===== src/rtl/core/bmp_pixel_stream_blitter_unit_macros.svh =====
// ----------------------------------------------------------------------------
// bmp pixel stream blitter assertion macros
// Shared concurrent assertion helpers, clocked on clk and held off in reset.
// ----------------------------------------------------------------------------
`ifndef BMP_PIXEL_STREAM_BLITTER_UNIT_MACROS_SVH
`define BMP_PIXEL_STREAM_BLITTER_UNIT_MACROS_SVH

// same-cycle implication
`define BMP_ASSERT_NOW(label, ante, cons) \
    label: assert property (@(posedge clk) disable iff (!rst_n) (ante) |-> (cons)) \
        else $error("bmp blitter: same-cycle check failed");

// next-cycle implication
`define BMP_ASSERT_NEXT(label, ante, cons) \
    label: assert property (@(posedge clk) disable iff (!rst_n) (ante) |=> (cons)) \
        else $error("bmp blitter: next-cycle check failed");

`endif


===== src/rtl/core/bmp_blit_pkg.sv =====
// ----------------------------------------------------------------------------
// bmp blitter package
// Widths, codes and default parameters shared by the blitter files.
// ----------------------------------------------------------------------------
package bmp_blit_pkg;

    // payload widths
    localparam int BYTE_W     = 8;
    localparam int ADDR_W     = 19;
    localparam int COLOR_W    = 32;
    localparam int STATUS_W   = 2;
    localparam int ORIGIN_W   = 16;
    localparam int DIM_W      = 13;
    localparam int DEPTH_W    = 6;
    localparam int CFG_IDX_W  = 3;
    localparam int CFG_DATA_W = 16;

    // signed screen coordinate before clipping
    localparam int COORD_W    = 18;
    // coordinate bits once inside the screen
    localparam int SCR_COORD_W = 12;

    // default parameters
    localparam int SCREEN_WIDTH_DEF  = 800;
    localparam int SCREEN_HEIGHT_DEF = 480;
    localparam int MAX_IMAGE_DIM_DEF = 4096;

    // supported depths
    localparam logic [DEPTH_W-1:0] DEPTH_24 = 6'd24;
    localparam logic [DEPTH_W-1:0] DEPTH_32 = 6'd32;

    // configuration register indexes
    localparam logic [CFG_IDX_W-1:0] REG_ORIGIN_X     = 3'd0;
    localparam logic [CFG_IDX_W-1:0] REG_ORIGIN_Y     = 3'd1;
    localparam logic [CFG_IDX_W-1:0] REG_IMAGE_WIDTH  = 3'd2;
    localparam logic [CFG_IDX_W-1:0] REG_IMAGE_HEIGHT = 3'd3;
    localparam logic [CFG_IDX_W-1:0] REG_DEPTH_BITS   = 3'd4;

    // result status codes
    typedef enum logic [STATUS_W-1:0] {
        ST_WRITE     = 2'd0,
        ST_CLIPPED   = 2'd1,
        ST_BAD_DEPTH = 2'd2
    } status_t;

    // byte position inside a pixel
    typedef enum logic [1:0] {
        PH_BLUE  = 2'd0,
        PH_GREEN = 2'd1,
        PH_RED   = 2'd2,
        PH_ALPHA = 2'd3
    } phase_t;

endpackage


===== src/rtl/core/bmp_blit_if.sv =====
// ----------------------------------------------------------------------------
// bmp blitter stream interfaces
// Valid/ready channels for the pixel byte input and the framebuffer result.
// ----------------------------------------------------------------------------
interface bmp_in_if
    import bmp_blit_pkg::*;
();
    logic              valid;
    logic              ready;
    logic [BYTE_W-1:0] pixel_byte;
    logic              start_image;

    modport source (output valid, output pixel_byte, output start_image, input ready);
    modport sink   (input valid, input pixel_byte, input start_image, output ready);
endinterface

interface bmp_out_if
    import bmp_blit_pkg::*;
();
    logic               valid;
    logic               ready;
    logic [ADDR_W-1:0]  fb_address;
    logic [COLOR_W-1:0] pixel_color;
    status_t            status;
    logic               image_done;

    modport source (output valid, output fb_address, output pixel_color,
                    output status, output image_done, input ready);
    modport sink   (input valid, input fb_address, input pixel_color,
                    input status, input image_done, output ready);
endinterface


===== src/rtl/core/bmp_pixel_stream_blitter_unit.sv =====
// ----------------------------------------------------------------------------
// bmp pixel stream blitter
// Unpacks BMP pixel-array bytes into ARGB words with framebuffer addresses.
// ----------------------------------------------------------------------------
// Usage:
//   pixel_in carries one pixel-array byte per beat, padding included; set
//   start_image on the first byte of each image. pixel_out carries at most
//   one beat per input byte: the framebuffer word address and ARGB color,
//   a clipped status, or an unsupported-depth status on the third byte.
//   Configuration (origin, size, depth) is written by the user through cfg_we,
//   cfg_index, cfg_data while no beat is in flight; the block does not check it.
// Timing:
//   one byte per cycle while pixel_out is not stalled. An accepted byte's
//   result goes through the result stage register, then the output register:
//   the byte stage updates the counters and color holds, the result stage
//   clips and forms row * width + column with a constant multiply.
// Reset:
//   counters clear, depth goes to 24 and the block ignores bytes until one
//   arrives with start_image set.
// Backpressure:
//   when pixel_out stalls, the result stage still takes one more beat, then
//   pixel_in.ready drops until the output register frees.
// ----------------------------------------------------------------------------
`include "bmp_pixel_stream_blitter_unit_macros.svh"

module bmp_pixel_stream_blitter_unit
    import bmp_blit_pkg::*;
#(
    parameter int SCREEN_WIDTH  = SCREEN_WIDTH_DEF,
    parameter int SCREEN_HEIGHT = SCREEN_HEIGHT_DEF,
    parameter int MAX_IMAGE_DIM = MAX_IMAGE_DIM_DEF
)
(
    input  logic                  clk,
    input  logic                  rst_n,
    input  logic                  cfg_we,
    input  logic [CFG_IDX_W-1:0]  cfg_index,
    input  logic [CFG_DATA_W-1:0] cfg_data,
    bmp_in_if.sink                pixel_in,
    bmp_out_if.source             pixel_out
);

    localparam int PROD_W = SCR_COORD_W + DIM_W;
    localparam logic signed [COORD_W-1:0] SCR_W_S = COORD_W'(SCREEN_WIDTH);
    localparam logic signed [COORD_W-1:0] SCR_H_S = COORD_W'(SCREEN_HEIGHT);

    // configuration registers
    logic signed [ORIGIN_W-1:0] origin_x_reg;
    logic signed [ORIGIN_W-1:0] origin_y_reg;
    logic [DIM_W-1:0]           image_width_reg;
    logic [DIM_W-1:0]           image_height_reg;
    logic [DEPTH_W-1:0]         depth_bits_reg;

    // byte stage state
    phase_t            phase_reg, phase_next;
    logic [BYTE_W-1:0] blue_reg, blue_next;
    logic [BYTE_W-1:0] green_reg, green_next;
    logic [BYTE_W-1:0] red_reg, red_next;
    logic [DIM_W-1:0]  col_reg, col_next;
    logic [DIM_W-1:0]  row_reg, row_next;
    logic [1:0]        pad_reg, pad_next;
    logic              stopped_reg, stopped_next;

    // result stage register
    logic                      s1_valid_reg, s1_valid_next;
    logic signed [COORD_W-1:0] s1_x_reg, s1_x_next;
    logic signed [COORD_W-1:0] s1_y_reg, s1_y_next;
    logic [COLOR_W-1:0]        s1_color_reg, s1_color_next;
    logic                      s1_done_reg, s1_done_next;
    logic                      s1_err_reg, s1_err_next;
    logic                      emit;

    // output register
    logic               out_valid_reg;
    logic [ADDR_W-1:0]  out_addr_reg, out_addr_next;
    logic [COLOR_W-1:0] out_color_reg, out_color_next;
    status_t            out_status_reg, out_status_next;
    logic               out_done_reg;

    // handshake
    logic out_slot;
    logic s1_adv;
    logic in_ready;
    logic in_acc;

    // clamped image size and row padding
    logic [DIM_W-1:0] dim_w;
    logic [DIM_W-1:0] dim_h;
    logic [1:0]       three_w;
    logic [1:0]       row_pad;

    assign out_slot = !out_valid_reg || pixel_out.ready;
    assign s1_adv   = s1_valid_reg && out_slot;
    assign in_ready = !s1_valid_reg || out_slot;
    assign in_acc   = pixel_in.valid && in_ready;
    assign pixel_in.ready = in_ready;

    assign dim_w = (int'(image_width_reg) > MAX_IMAGE_DIM) ?
                   DIM_W'(MAX_IMAGE_DIM) : image_width_reg;
    assign dim_h = (int'(image_height_reg) > MAX_IMAGE_DIM) ?
                   DIM_W'(MAX_IMAGE_DIM) : image_height_reg;
    assign three_w = 2'({dim_w[0], 1'b0} + dim_w[1:0]);
    assign row_pad = (depth_bits_reg == DEPTH_24) ? 2'(2'd0 - three_w) : 2'd0;

    // configuration writes
    always_ff @(posedge clk or negedge rst_n)
    begin
        if (!rst_n)
        begin
            origin_x_reg     <= '0;
            origin_y_reg     <= '0;
            image_width_reg  <= '0;
            image_height_reg <= '0;
            depth_bits_reg   <= DEPTH_24;
        end
        else if (cfg_we)
        begin
            case (cfg_index)
                REG_ORIGIN_X:     origin_x_reg     <= ORIGIN_W'(cfg_data);
                REG_ORIGIN_Y:     origin_y_reg     <= ORIGIN_W'(cfg_data);
                REG_IMAGE_WIDTH:  image_width_reg  <= DIM_W'(cfg_data);
                REG_IMAGE_HEIGHT: image_height_reg <= DIM_W'(cfg_data);
                REG_DEPTH_BITS:   depth_bits_reg   <= DEPTH_W'(cfg_data);
                default: ;
            endcase
        end
    end

    // byte stage: counters, color holds and pixel placement
    always_comb
    begin
        logic [DIM_W:0]            col_inc;
        logic [DIM_W:0]            row_inc;
        logic                      place;
        logic [BYTE_W-1:0]         alpha;
        phase_next    = phase_reg;
        blue_next     = blue_reg;
        green_next    = green_reg;
        red_next      = red_reg;
        col_next      = col_reg;
        row_next      = row_reg;
        pad_next      = pad_reg;
        stopped_next  = stopped_reg;
        emit          = 1'b0;
        place         = 1'b0;
        alpha         = '0;
        s1_err_next   = 1'b0;
        s1_done_next  = 1'b0;
        s1_color_next = '0;
        col_inc       = '0;
        row_inc       = '0;
        if (in_acc)
        begin
            if (pixel_in.start_image)
            begin
                phase_next   = PH_BLUE;
                col_next     = '0;
                row_next     = '0;
                pad_next     = '0;
                stopped_next = (dim_w == '0) || (dim_h == '0);
            end
            if (!stopped_next)
            begin
                if (pad_next != 2'd0)
                begin
                    pad_next = pad_next - 2'd1;
                end
                else
                begin
                    case (phase_next)
                        PH_BLUE:
                        begin
                            blue_next  = pixel_in.pixel_byte;
                            phase_next = PH_GREEN;
                        end
                        PH_GREEN:
                        begin
                            green_next = pixel_in.pixel_byte;
                            phase_next = PH_RED;
                        end
                        PH_RED:
                        begin
                            red_next = pixel_in.pixel_byte;
                            if (depth_bits_reg == DEPTH_24)
                            begin
                                phase_next = PH_BLUE;
                                place      = 1'b1;
                            end
                            else if (depth_bits_reg == DEPTH_32)
                            begin
                                phase_next = PH_ALPHA;
                            end
                            else
                            begin
                                phase_next   = PH_BLUE;
                                stopped_next = 1'b1;
                                emit         = 1'b1;
                                s1_err_next  = 1'b1;
                                s1_done_next = 1'b1;
                            end
                        end
                        default:
                        begin
                            phase_next = PH_BLUE;
                            alpha      = pixel_in.pixel_byte;
                            place      = 1'b1;
                        end
                    endcase
                end
            end
        end
        // coordinates use the counters as they stand before this pixel
        s1_x_next = COORD_W'(origin_x_reg) + COORD_W'(signed'({1'b0, col_next}));
        s1_y_next = COORD_W'(origin_y_reg) + COORD_W'(signed'({1'b0, dim_h}))
                    - COORD_W'(1) - COORD_W'(signed'({1'b0, row_next}));
        if (place)
        begin
            emit          = 1'b1;
            s1_color_next = {alpha, red_next, green_next, blue_next};
            col_inc       = {1'b0, col_next} + (DIM_W+1)'(1);
            col_next      = DIM_W'(col_inc);
            if (col_inc >= {1'b0, dim_w})
            begin
                col_next = '0;
                row_inc  = {1'b0, row_next} + (DIM_W+1)'(1);
                row_next = DIM_W'(row_inc);
                pad_next = row_pad;
                if (row_inc >= {1'b0, dim_h})
                begin
                    s1_done_next = 1'b1;
                    stopped_next = 1'b1;
                end
            end
        end
    end

    always_ff @(posedge clk or negedge rst_n)
    begin
        if (!rst_n)
        begin
            phase_reg   <= PH_BLUE;
            blue_reg    <= '0;
            green_reg   <= '0;
            red_reg     <= '0;
            col_reg     <= '0;
            row_reg     <= '0;
            pad_reg     <= '0;
            stopped_reg <= 1'b1;
        end
        else
        begin
            phase_reg   <= phase_next;
            blue_reg    <= blue_next;
            green_reg   <= green_next;
            red_reg     <= red_next;
            col_reg     <= col_next;
            row_reg     <= row_next;
            pad_reg     <= pad_next;
            stopped_reg <= stopped_next;
        end
    end

    // result stage valid
    always_comb
    begin
        if (in_acc)
            s1_valid_next = emit;
        else if (s1_adv)
            s1_valid_next = 1'b0;
        else
            s1_valid_next = s1_valid_reg;
    end

    always_ff @(posedge clk or negedge rst_n)
    begin
        if (!rst_n)
            s1_valid_reg <= 1'b0;
        else
            s1_valid_reg <= s1_valid_next;
    end

    // result stage payload
    always_ff @(posedge clk)
    begin
        if (in_acc)
        begin
            s1_x_reg     <= s1_x_next;
            s1_y_reg     <= s1_y_next;
            s1_color_reg <= s1_color_next;
            s1_done_reg  <= s1_done_next;
            s1_err_reg   <= s1_err_next;
        end
    end

    // clip and framebuffer address
    always_comb
    begin
        logic              on_screen;
        logic [PROD_W-1:0] addr_full;
        on_screen = (s1_x_reg >= 0) && (s1_x_reg < SCR_W_S) &&
                    (s1_y_reg >= 0) && (s1_y_reg < SCR_H_S);
        addr_full = PROD_W'(s1_y_reg[SCR_COORD_W-1:0]) * PROD_W'(SCREEN_WIDTH)
                    + PROD_W'(s1_x_reg[SCR_COORD_W-1:0]);
        out_color_next = s1_color_reg;
        if (s1_err_reg)
        begin
            out_status_next = ST_BAD_DEPTH;
            out_addr_next   = '0;
            out_color_next  = '0;
        end
        else if (on_screen)
        begin
            out_status_next = ST_WRITE;
            out_addr_next   = addr_full[ADDR_W-1:0];
        end
        else
        begin
            out_status_next = ST_CLIPPED;
            out_addr_next   = '0;
        end
    end

    // output register
    always_ff @(posedge clk or negedge rst_n)
    begin
        if (!rst_n)
            out_valid_reg <= 1'b0;
        else if (out_slot)
            out_valid_reg <= s1_valid_reg;
    end

    always_ff @(posedge clk)
    begin
        if (s1_adv)
        begin
            out_addr_reg   <= out_addr_next;
            out_color_reg  <= out_color_next;
            out_status_reg <= out_status_next;
            out_done_reg   <= s1_done_reg;
        end
    end

    assign pixel_out.valid       = out_valid_reg;
    assign pixel_out.fb_address  = out_addr_reg;
    assign pixel_out.pixel_color = out_color_reg;
    assign pixel_out.status      = out_status_reg;
    assign pixel_out.image_done  = out_done_reg;

    // checks
    `BMP_ASSERT_NOW(a_err_ends_image, s1_valid_reg && s1_err_reg, s1_done_reg)
    `BMP_ASSERT_NEXT(a_err_stops, in_acc && emit && s1_err_next, stopped_reg)
    `BMP_ASSERT_NOW(a_bad_depth_beat, out_valid_reg && (out_status_reg == ST_BAD_DEPTH), out_done_reg && (out_color_reg == '0) && (out_addr_reg == '0))

endmodule

===== src/flat_wrapper.sv =====
// flat-port wrapper written by rule: the top's interface ports become plain ports
module bmp_pixel_stream_blitter_unit_flat import bmp_blit_pkg::*;
#(
    parameter int SCREEN_WIDTH  = SCREEN_WIDTH_DEF,
    parameter int SCREEN_HEIGHT = SCREEN_HEIGHT_DEF,
    parameter int MAX_IMAGE_DIM = MAX_IMAGE_DIM_DEF
)
  (clk, rst_n, cfg_we, cfg_index, cfg_data, pixel_in_valid, pixel_in_pixel_byte, pixel_in_start_image, pixel_in_ready, pixel_out_valid, pixel_out_fb_address, pixel_out_pixel_color, pixel_out_status, pixel_out_image_done, pixel_out_ready);
  bmp_in_if pixel_in_i ();
  bmp_out_if pixel_out_i ();
  input  logic clk;
  input  logic rst_n;
  input  logic cfg_we;
  input  logic [CFG_IDX_W-1:0] cfg_index;
  input  logic [CFG_DATA_W-1:0] cfg_data;
  input wire logic [$bits(pixel_in_i.valid)-1:0] pixel_in_valid;
  input wire logic [$bits(pixel_in_i.pixel_byte)-1:0] pixel_in_pixel_byte;
  input wire logic [$bits(pixel_in_i.start_image)-1:0] pixel_in_start_image;
  output wire logic [$bits(pixel_in_i.ready)-1:0] pixel_in_ready;
  output wire logic [$bits(pixel_out_i.valid)-1:0] pixel_out_valid;
  output wire logic [$bits(pixel_out_i.fb_address)-1:0] pixel_out_fb_address;
  output wire logic [$bits(pixel_out_i.pixel_color)-1:0] pixel_out_pixel_color;
  output wire logic [$bits(pixel_out_i.status)-1:0] pixel_out_status;
  output wire logic [$bits(pixel_out_i.image_done)-1:0] pixel_out_image_done;
  input wire logic [$bits(pixel_out_i.ready)-1:0] pixel_out_ready;
  assign pixel_in_i.valid = pixel_in_valid;
  assign pixel_in_i.pixel_byte = pixel_in_pixel_byte;
  assign pixel_in_i.start_image = pixel_in_start_image;
  assign pixel_in_ready = pixel_in_i.ready;
  assign pixel_out_valid = pixel_out_i.valid;
  assign pixel_out_fb_address = pixel_out_i.fb_address;
  assign pixel_out_pixel_color = pixel_out_i.pixel_color;
  assign pixel_out_status = pixel_out_i.status;
  assign pixel_out_image_done = pixel_out_i.image_done;
  assign pixel_out_i.ready = pixel_out_ready;
  bmp_pixel_stream_blitter_unit #(.SCREEN_WIDTH(SCREEN_WIDTH), .SCREEN_HEIGHT(SCREEN_HEIGHT), .MAX_IMAGE_DIM(MAX_IMAGE_DIM)) u_core (.clk(clk), .rst_n(rst_n), .cfg_we(cfg_we), .cfg_index(cfg_index), .cfg_data(cfg_data), .pixel_in(pixel_in_i), .pixel_out(pixel_out_i));
endmodule

===== config.mk =====
export PLATFORM = sky130hd
export DESIGN_NAME = bmp_pixel_stream_blitter_unit_flat
export DESIGN_NICKNAME = d
export VERILOG_FILES = /design/src/rtl/core/bmp_blit_pkg.sv /design/src/rtl/core/bmp_blit_if.sv /design/src/rtl/core/bmp_pixel_stream_blitter_unit.sv /design/src/flat_wrapper.sv
export VERILOG_INCLUDE_DIRS = /design/src /design/src/rtl/core
export SDC_FILE = /design/constraint.sdc
export NUM_CORES = 1
export LEC_CHECK = 0
export ABC_AREA = 1
export CORE_ASPECT_RATIO = 1.1
export CORE_MARGIN = 2
export CORE_UTILIZATION = 60
export CTS_BUF_LIST = sky130_fd_sc_hd__clkbuf_4 sky130_fd_sc_hd__clkbuf_8 sky130_fd_sc_hd__clkbuf_16
export DETAILED_ROUTE_END_ITERATION = 6
export DONT_BUFFER_PORTS = 1
export GPL_ROUTABILITY_DRIVEN = 1
export GPL_TIMING_DRIVEN = 0
export PLACE_DENSITY_LB_ADDON = 0.08
export SYNTH_ARGS = -nofsm -noshare
export SYNTH_HDL_FRONTEND = slang
export SYNTH_SLANG_ARGS = --single-unit
export TNS_END_PERCENT = 10

===== constraint.sdc =====
create_clock -name clk -period 4.3 [get_ports clk]
set_input_delay 0.645 -clock clk [delete_from_list [all_inputs] [get_ports clk]]
set_output_delay 0.645 -clock clk [all_outputs]
set_load 0.02 [all_outputs]

# Word level (Yosys, flattened, before mapping)
# Cells that the tools add are included.
# Widths: inputs -> output; s select.
# word_totals
ff_bits	244
wordCells	139
inputBits	33
out_inout_bits	56
# op_classes
n_bitwise	2
mux	61
add_sub_neg	10
n_eq_ne	8
n_mul	1
n_reduce_logical	24
order_cmp	8
# ops
op	count
$mux 13	10
$mux 8	12
$add 16x14->17	2
$add 13x1->14 const B	2
$ge 14x13->1	2
$mux 2	14
$gt 13x13->1 const B	2
$logic_not 13->1	2
$mux 1	23
$add 19x12->19	1
$ge 18x1->1 const B	1
$lt 18x10->1 const B	1
$sub 18x14->18	1
$sub 18x2->18 const B	1
$ge 17x1->1 const B	1
$lt 17x11->1 const B	1
$mul 12x5->14 const B	1
$reduce_and 2->1	5
$eq 3x2->1 const B	2
$eq 6x5->1 const B	1
$eq 6x6->1 const B	1
$pmux 2 s3	1
$reduce_or 6->1	1
$logic_and 1x1->1	5
other kinds (15)	21

# Logic depth before layout (Yosys ltp)
# depth
depth_word	13
ltp_mapped	29
mapped_depth_nobuf	29

# Least setup slack after synthesis
# No wires, ideal clock.
# synth_timing
path_type	input -> register
startpoint	input pixel_out_ready
endpoint	register u_core.out_addr_reg[0], in the netlist u_core.pixel_out.fb_address[0], enable pin
stages	2
t_required_ps	3816
arrival_time_ps	3360
slack_ps	457
path_buffers	0
setup_ps	484
cell_sequence	inv_1 > a21oi_1
# synth_via
elab_chain_cells	2
# synth_rtl
element	line_no	source
start, declared	flat_wrapper.sv:25	input wire logic [$bits(pixel_out_i.ready)-1:0] pixel_out_ready;
$logic_or 1x1->1	bmp_pixel_stream_blitter_unit.sv:92	assign out_slot = !out_valid_reg || pixel_out.ready;
$logic_and 1x1->1	bmp_pixel_stream_blitter_unit.sv:93	assign s1_adv = s1_valid_reg && out_slot;
net u_core.s1_adv	bmp_pixel_stream_blitter_unit.sv:82	logic s1_adv;
end signal, assigned	bmp_pixel_stream_blitter_unit.sv:336	out_addr_reg <= out_addr_next;
end, declared	bmp_pixel_stream_blitter_unit.sv:75	logic [ADDR_W-1:0] out_addr_reg, out_addr_next;
# The timed path passes the listed nets, and every way through them passes these cells.
# A chain may end at the register's enable or synchronous reset.

# Final worst setup path
# layout_timing
startpoint	register u_core.image_height_reg[6]
endpoint	register u_core.s1_y_reg[15], data pin
# layout_via
elab_chain_cells	5
# layout_rtl
element	line_no	source
start, declared	bmp_pixel_stream_blitter_unit.sv:51	logic [DIM_W-1:0] image_height_reg;
start signal, assigned	bmp_pixel_stream_blitter_unit.sv:122	REG_IMAGE_HEIGHT: image_height_reg <= DIM_W'(cfg_data);
$gt 13x13->1	bmp_pixel_stream_blitter_unit.sv:100	assign dim_h = (int'(image_height_reg) > MAX_IMAGE_DIM) ?
$mux 13 *	bmp_pixel_stream_blitter_unit.sv:100	
$add 16x14->17 *	bmp_pixel_stream_blitter_unit.sv:214	s1_y_next = COORD_W'(origin_y_reg) + COORD_W'(signed'({1'b0, dim_h}))
$sub 18x2->18 *	bmp_pixel_stream_blitter_unit.sv:215	- COORD_W'(1) - COORD_W'(signed'({1'b0, row_next}));
$sub 18x14->18 *	bmp_pixel_stream_blitter_unit.sv:215	
net u_core.s1_y_next[15]	bmp_pixel_stream_blitter_unit.sv:67	logic signed [COORD_W-1:0] s1_y_reg, s1_y_next;
end signal, assigned	bmp_pixel_stream_blitter_unit.sv:288	s1_y_reg <= s1_y_next;
end, declared	bmp_pixel_stream_blitter_unit.sv:67	
# The timed path passes the listed nets; every way through them passes the cells marked *.

==> reports/metrics.yaml <==
power:
  p_clk_share_pct: 19.8
  p_leak_nw: 7.874
  switchingPower_mw: 4.573
  p_per_area_mw_per_mm2: 676.8
  seqPwrFrac_pct: 29.3
  power_frac_comb_pct: 50.9
  intPower_mw: 6.254
  vdd_ir_drop_max_mv: 0.4863
  p_sw_share_pct: 42.24
routing:
  drtIter0Drc: 531
  drt-total-wl_mm: 31.14
  drc: 0
  firstDrtPassIters: 5
  num_vias: 10766
  antenna_left: 0
  vias_per_cell: 5.277
  post_drt_wl_per_cell_um: 15.27
cells_and_area:
  final_cell_area_sq_mm: 0.01600
  fillers: 1934
  layout.nets: 1870
  n_antenna_cell: 0
  final_util_pct: 67.72
  final_layout_size_suffix_gt1_share_pct: 9.395
  syn2layout_area_growth_pct: 11.15
global_routing:
  grt_first_pass_wirelength_mm: 50.46
  overflow: 0
  grt_start_max_net_pins: 122
  antenna_found_initial: 0
  grt_use_total_pct: 24.96
  grt_pass1_vias: 10344
synth:
  synth-seq-cells: 244
  yosysTopAreaCellShare_pct: 25.66
  synth_top_cells_by_area: "edfxtp_1 26%, dfrtp_1 21%, ha_1 9.6%, nand2_1 9.5%, inv_1 8.0%"
  async_reset_ff_share_pct: 49.59
  synth.top_cells.by_count: "364 x nand2_1, 305 x inv_1, 169 x nor2_1"
  synth.distinct_cells: 53
  synth_area_leader_cell: "edfxtp_1"
  synth_edf_count: 123
  syn_area_sq_mm: 0.01439
  synthesis.nets: 1824
  synth_area_per_cell_sq_um: 8.618
  synth_flop_cell: "edfxtp_1"
  syn_inst: 1670
  yosysWarnings: 0
  yosysSeqAreaShare_pct: 46.73
  yosysMostFrequentCell: "nand2_1"
die:
  die_x_um: 151.7
  die_h_um: 166.4
  start_util_pct: 60.93
  die_area_sq_mm: 0.02524
  core_sq_mm: 0.02362
  row_count: 59
  ios: 89
hold_path:
  hold_class: "in -> async"
place:
  place_area_sq_mm: 0.01484
  hpwl_mm: 23.49
  gp_congestion: 0.9076
  portBuffers: 0
worst_setup_path:
  worstPathArrival_ns: 4.42
  reg2reg_slack_ns: 0.17
  critical_path.max_stage_delay_ns: 0.39
  worstSetupStartpointType: "flop"
  crit_fanout: 5
  reg2regPathDepth: 27
  cp_common_cell: "nand2_1"
  regToRegEndpoint: "u_core.s1_y_reg[15]"
  crit_path_end_kind: "flop"
  cp_slowest_cell: "dfrtp_1"
  r2r-start: "u_core.image_height_reg[6]"
  path_class: "reg -> reg"
  required_ns: 4.59
clock_network:
  clock_sinks: 244
  cts.reportedPaths.clkPinSlew_ns: 0.06
  clk_path_buf_depth: 3
  root_buffer: "clkbuf_16"
  htree_levels: 1
  cts_buffers: 25
  clock_latency_ns: 0.54
  cts_tree: "built"
timing:
  setup_violations: 0
  drv_slew: 0
  final.period_utilization_pct: 96.04
  hold_viol: 0
  maxSlewHeadroom_pct: 45.08
  max_freq_ghz: 0.2422
  worstMarginPinSlew_ns: 0.8220
  clock-skew-final_ns: 0.01244
  rsz0062_at_grt: "yes"
  period_needed_ns: 4.130
run_status:
  status: "finished clean"
flow_run:
  drv_cap: 0
==> placed cells by master (no fill, tap or decap), types with 7 or more instances in the layout <==
master	Yosys	final
a21oi_1	71	63
buf_4	3	19
clkbuf_1	20	20
clkbuf_16	0	25
dfrtp_1	118	118
edfxtp_1	123	123
fa_1	11	10
ha_1	110	104
inv_1	305	301
inv_2	6	8
nand2_1	364	360
nand2_2	7	11
nand3_1	57	55
nand4_1	13	13
nor2_1	169	159
nor2_2	6	13
nor2_4	9	12
nor3_1	12	11
nor4_1	9	9
o211ai_1	7	7
o21ai_0	116	111
o21ai_1	8	12
xnor2_1	19	18
xor2_1	43	41
==> timing repair <==
| action | 4_1_cts | 5_1_grt |
|---|---|---|
| hold buffers | 1 | 0 |
| buffers inserted | 1 | 15 |
| endpoints found under the setup margin | 5 | 8 |
| endpoints found under the hold margin | 121 | 0 |
| gates resized for setup | 3 | 49 |
| pin swaps | 1 | 22 |
==> logic make-up after synthesis <==
logic type               share of synthesized area (%)
adder cells (fa/ha/maj)                          11.09
buffers and inverters                            9.337
AND/OR/NAND/NOR                                  20.29
XOR/XNOR                                         3.773
multiplexers                                   0.06955
flip-flops                                       46.73
AO/OA/AOI/OAI                                    8.711
==> metrics by stage <==
| step | worst slack [ns] | setup TNS (ns) | instances | hold WS, ns | power [mW] |
|---|---|---|---|---|---|
| global placement | -0.5192 | -28.02 | 1975 | 0.3526 | 8.330 |
| floorplan | 0.4569 | 0 | 1670 | 0.3494 | 7.428 |
| CTS | 0.05042 | 0 | 2025 | 0.08168 | 10.69 |
| detailed placement | -0.2494 | -0.4591 | 1977 | 0.3543 | 8.467 |
| finish | 0.1704 | 0 | 2040 | 0.001453 | 10.83 |
| global route | -0.1144 | -0.3587 | 2040 | 0.08776 | 11.92 |
==> critical path: cells and delay by family (launching register included) <==
family          cells  cell delay, ns
simple gates       14            1.36
buf+inv             4            0.57
xor+xnor            1            0.23
flops               1            0.39
fa+ha+maj           3            0.71
compound gates      5            0.60
==> per-layer routing <==
layer | vias up | wire length (um) | global-route usage, %
met4 | 0 | 879 | 7.045
met5 | - | 0 | 0
li1 | 5453 | - | -
met2 | 253 | 14960 | 42.44
met1 | 5009 | 13830 | 33.58
met3 | 51 | 1471 | 3.178
==> power groups by stage <==
| stage | sequential (mW) | combinational (mW) | clock, mW |
|---|---|---|---|
| 2_1_floorplan | 3.13 | 4.29 | 0 |
| 3_3_place_gp | 3.20 | 5.13 | 0 |
| 3_5_place_dp | 3.21 | 5.26 | 0 |
| 4_1_cts | 3.16 | 5.33 | 2.19 |
| 5_1_grt | 3.21 | 6.42 | 2.29 |
| 6_report | 3.17 | 5.51 | 2.15 |
==> final cells by class <==
type	instances	area [sq um]	share of cell area, %
Buffer	30	170.2	1.064
Inverter	312	1180	7.375
Tap cell	305	381.6	2.385
Sequential cell	244	6725	42.04
Timing Repair Buffer	19	195.2	1.220
Clock buffer	27	653.1	4.083
Clock inverter	19	165.2	1.032
Multi-Input combinational cell	1084	6528	40.80
==> how the worst max path moves through the flow <==
stage                     depth (start not counted)  slack (ns)                               to                       start
after floorplan                                   2        0.46   u_core.pixel_out.fb_address[0]             pixel_out_ready
after global placement                            2       -0.52  u_core.pixel_out.fb_address[18]             pixel_out_ready
after detailed placement                         29       -0.25              u_core.s1_y_reg[15]  u_core.image_height_reg[7]
after CTS                                        29        0.05              u_core.s1_y_reg[15]  u_core.image_height_reg[6]
after global routing                             29       -0.11              u_core.s1_y_reg[15]  u_core.image_height_reg[5]
final                                            27        0.17              u_core.s1_y_reg[15]  u_core.image_height_reg[6]
Power figures use the tool's default switching activity.
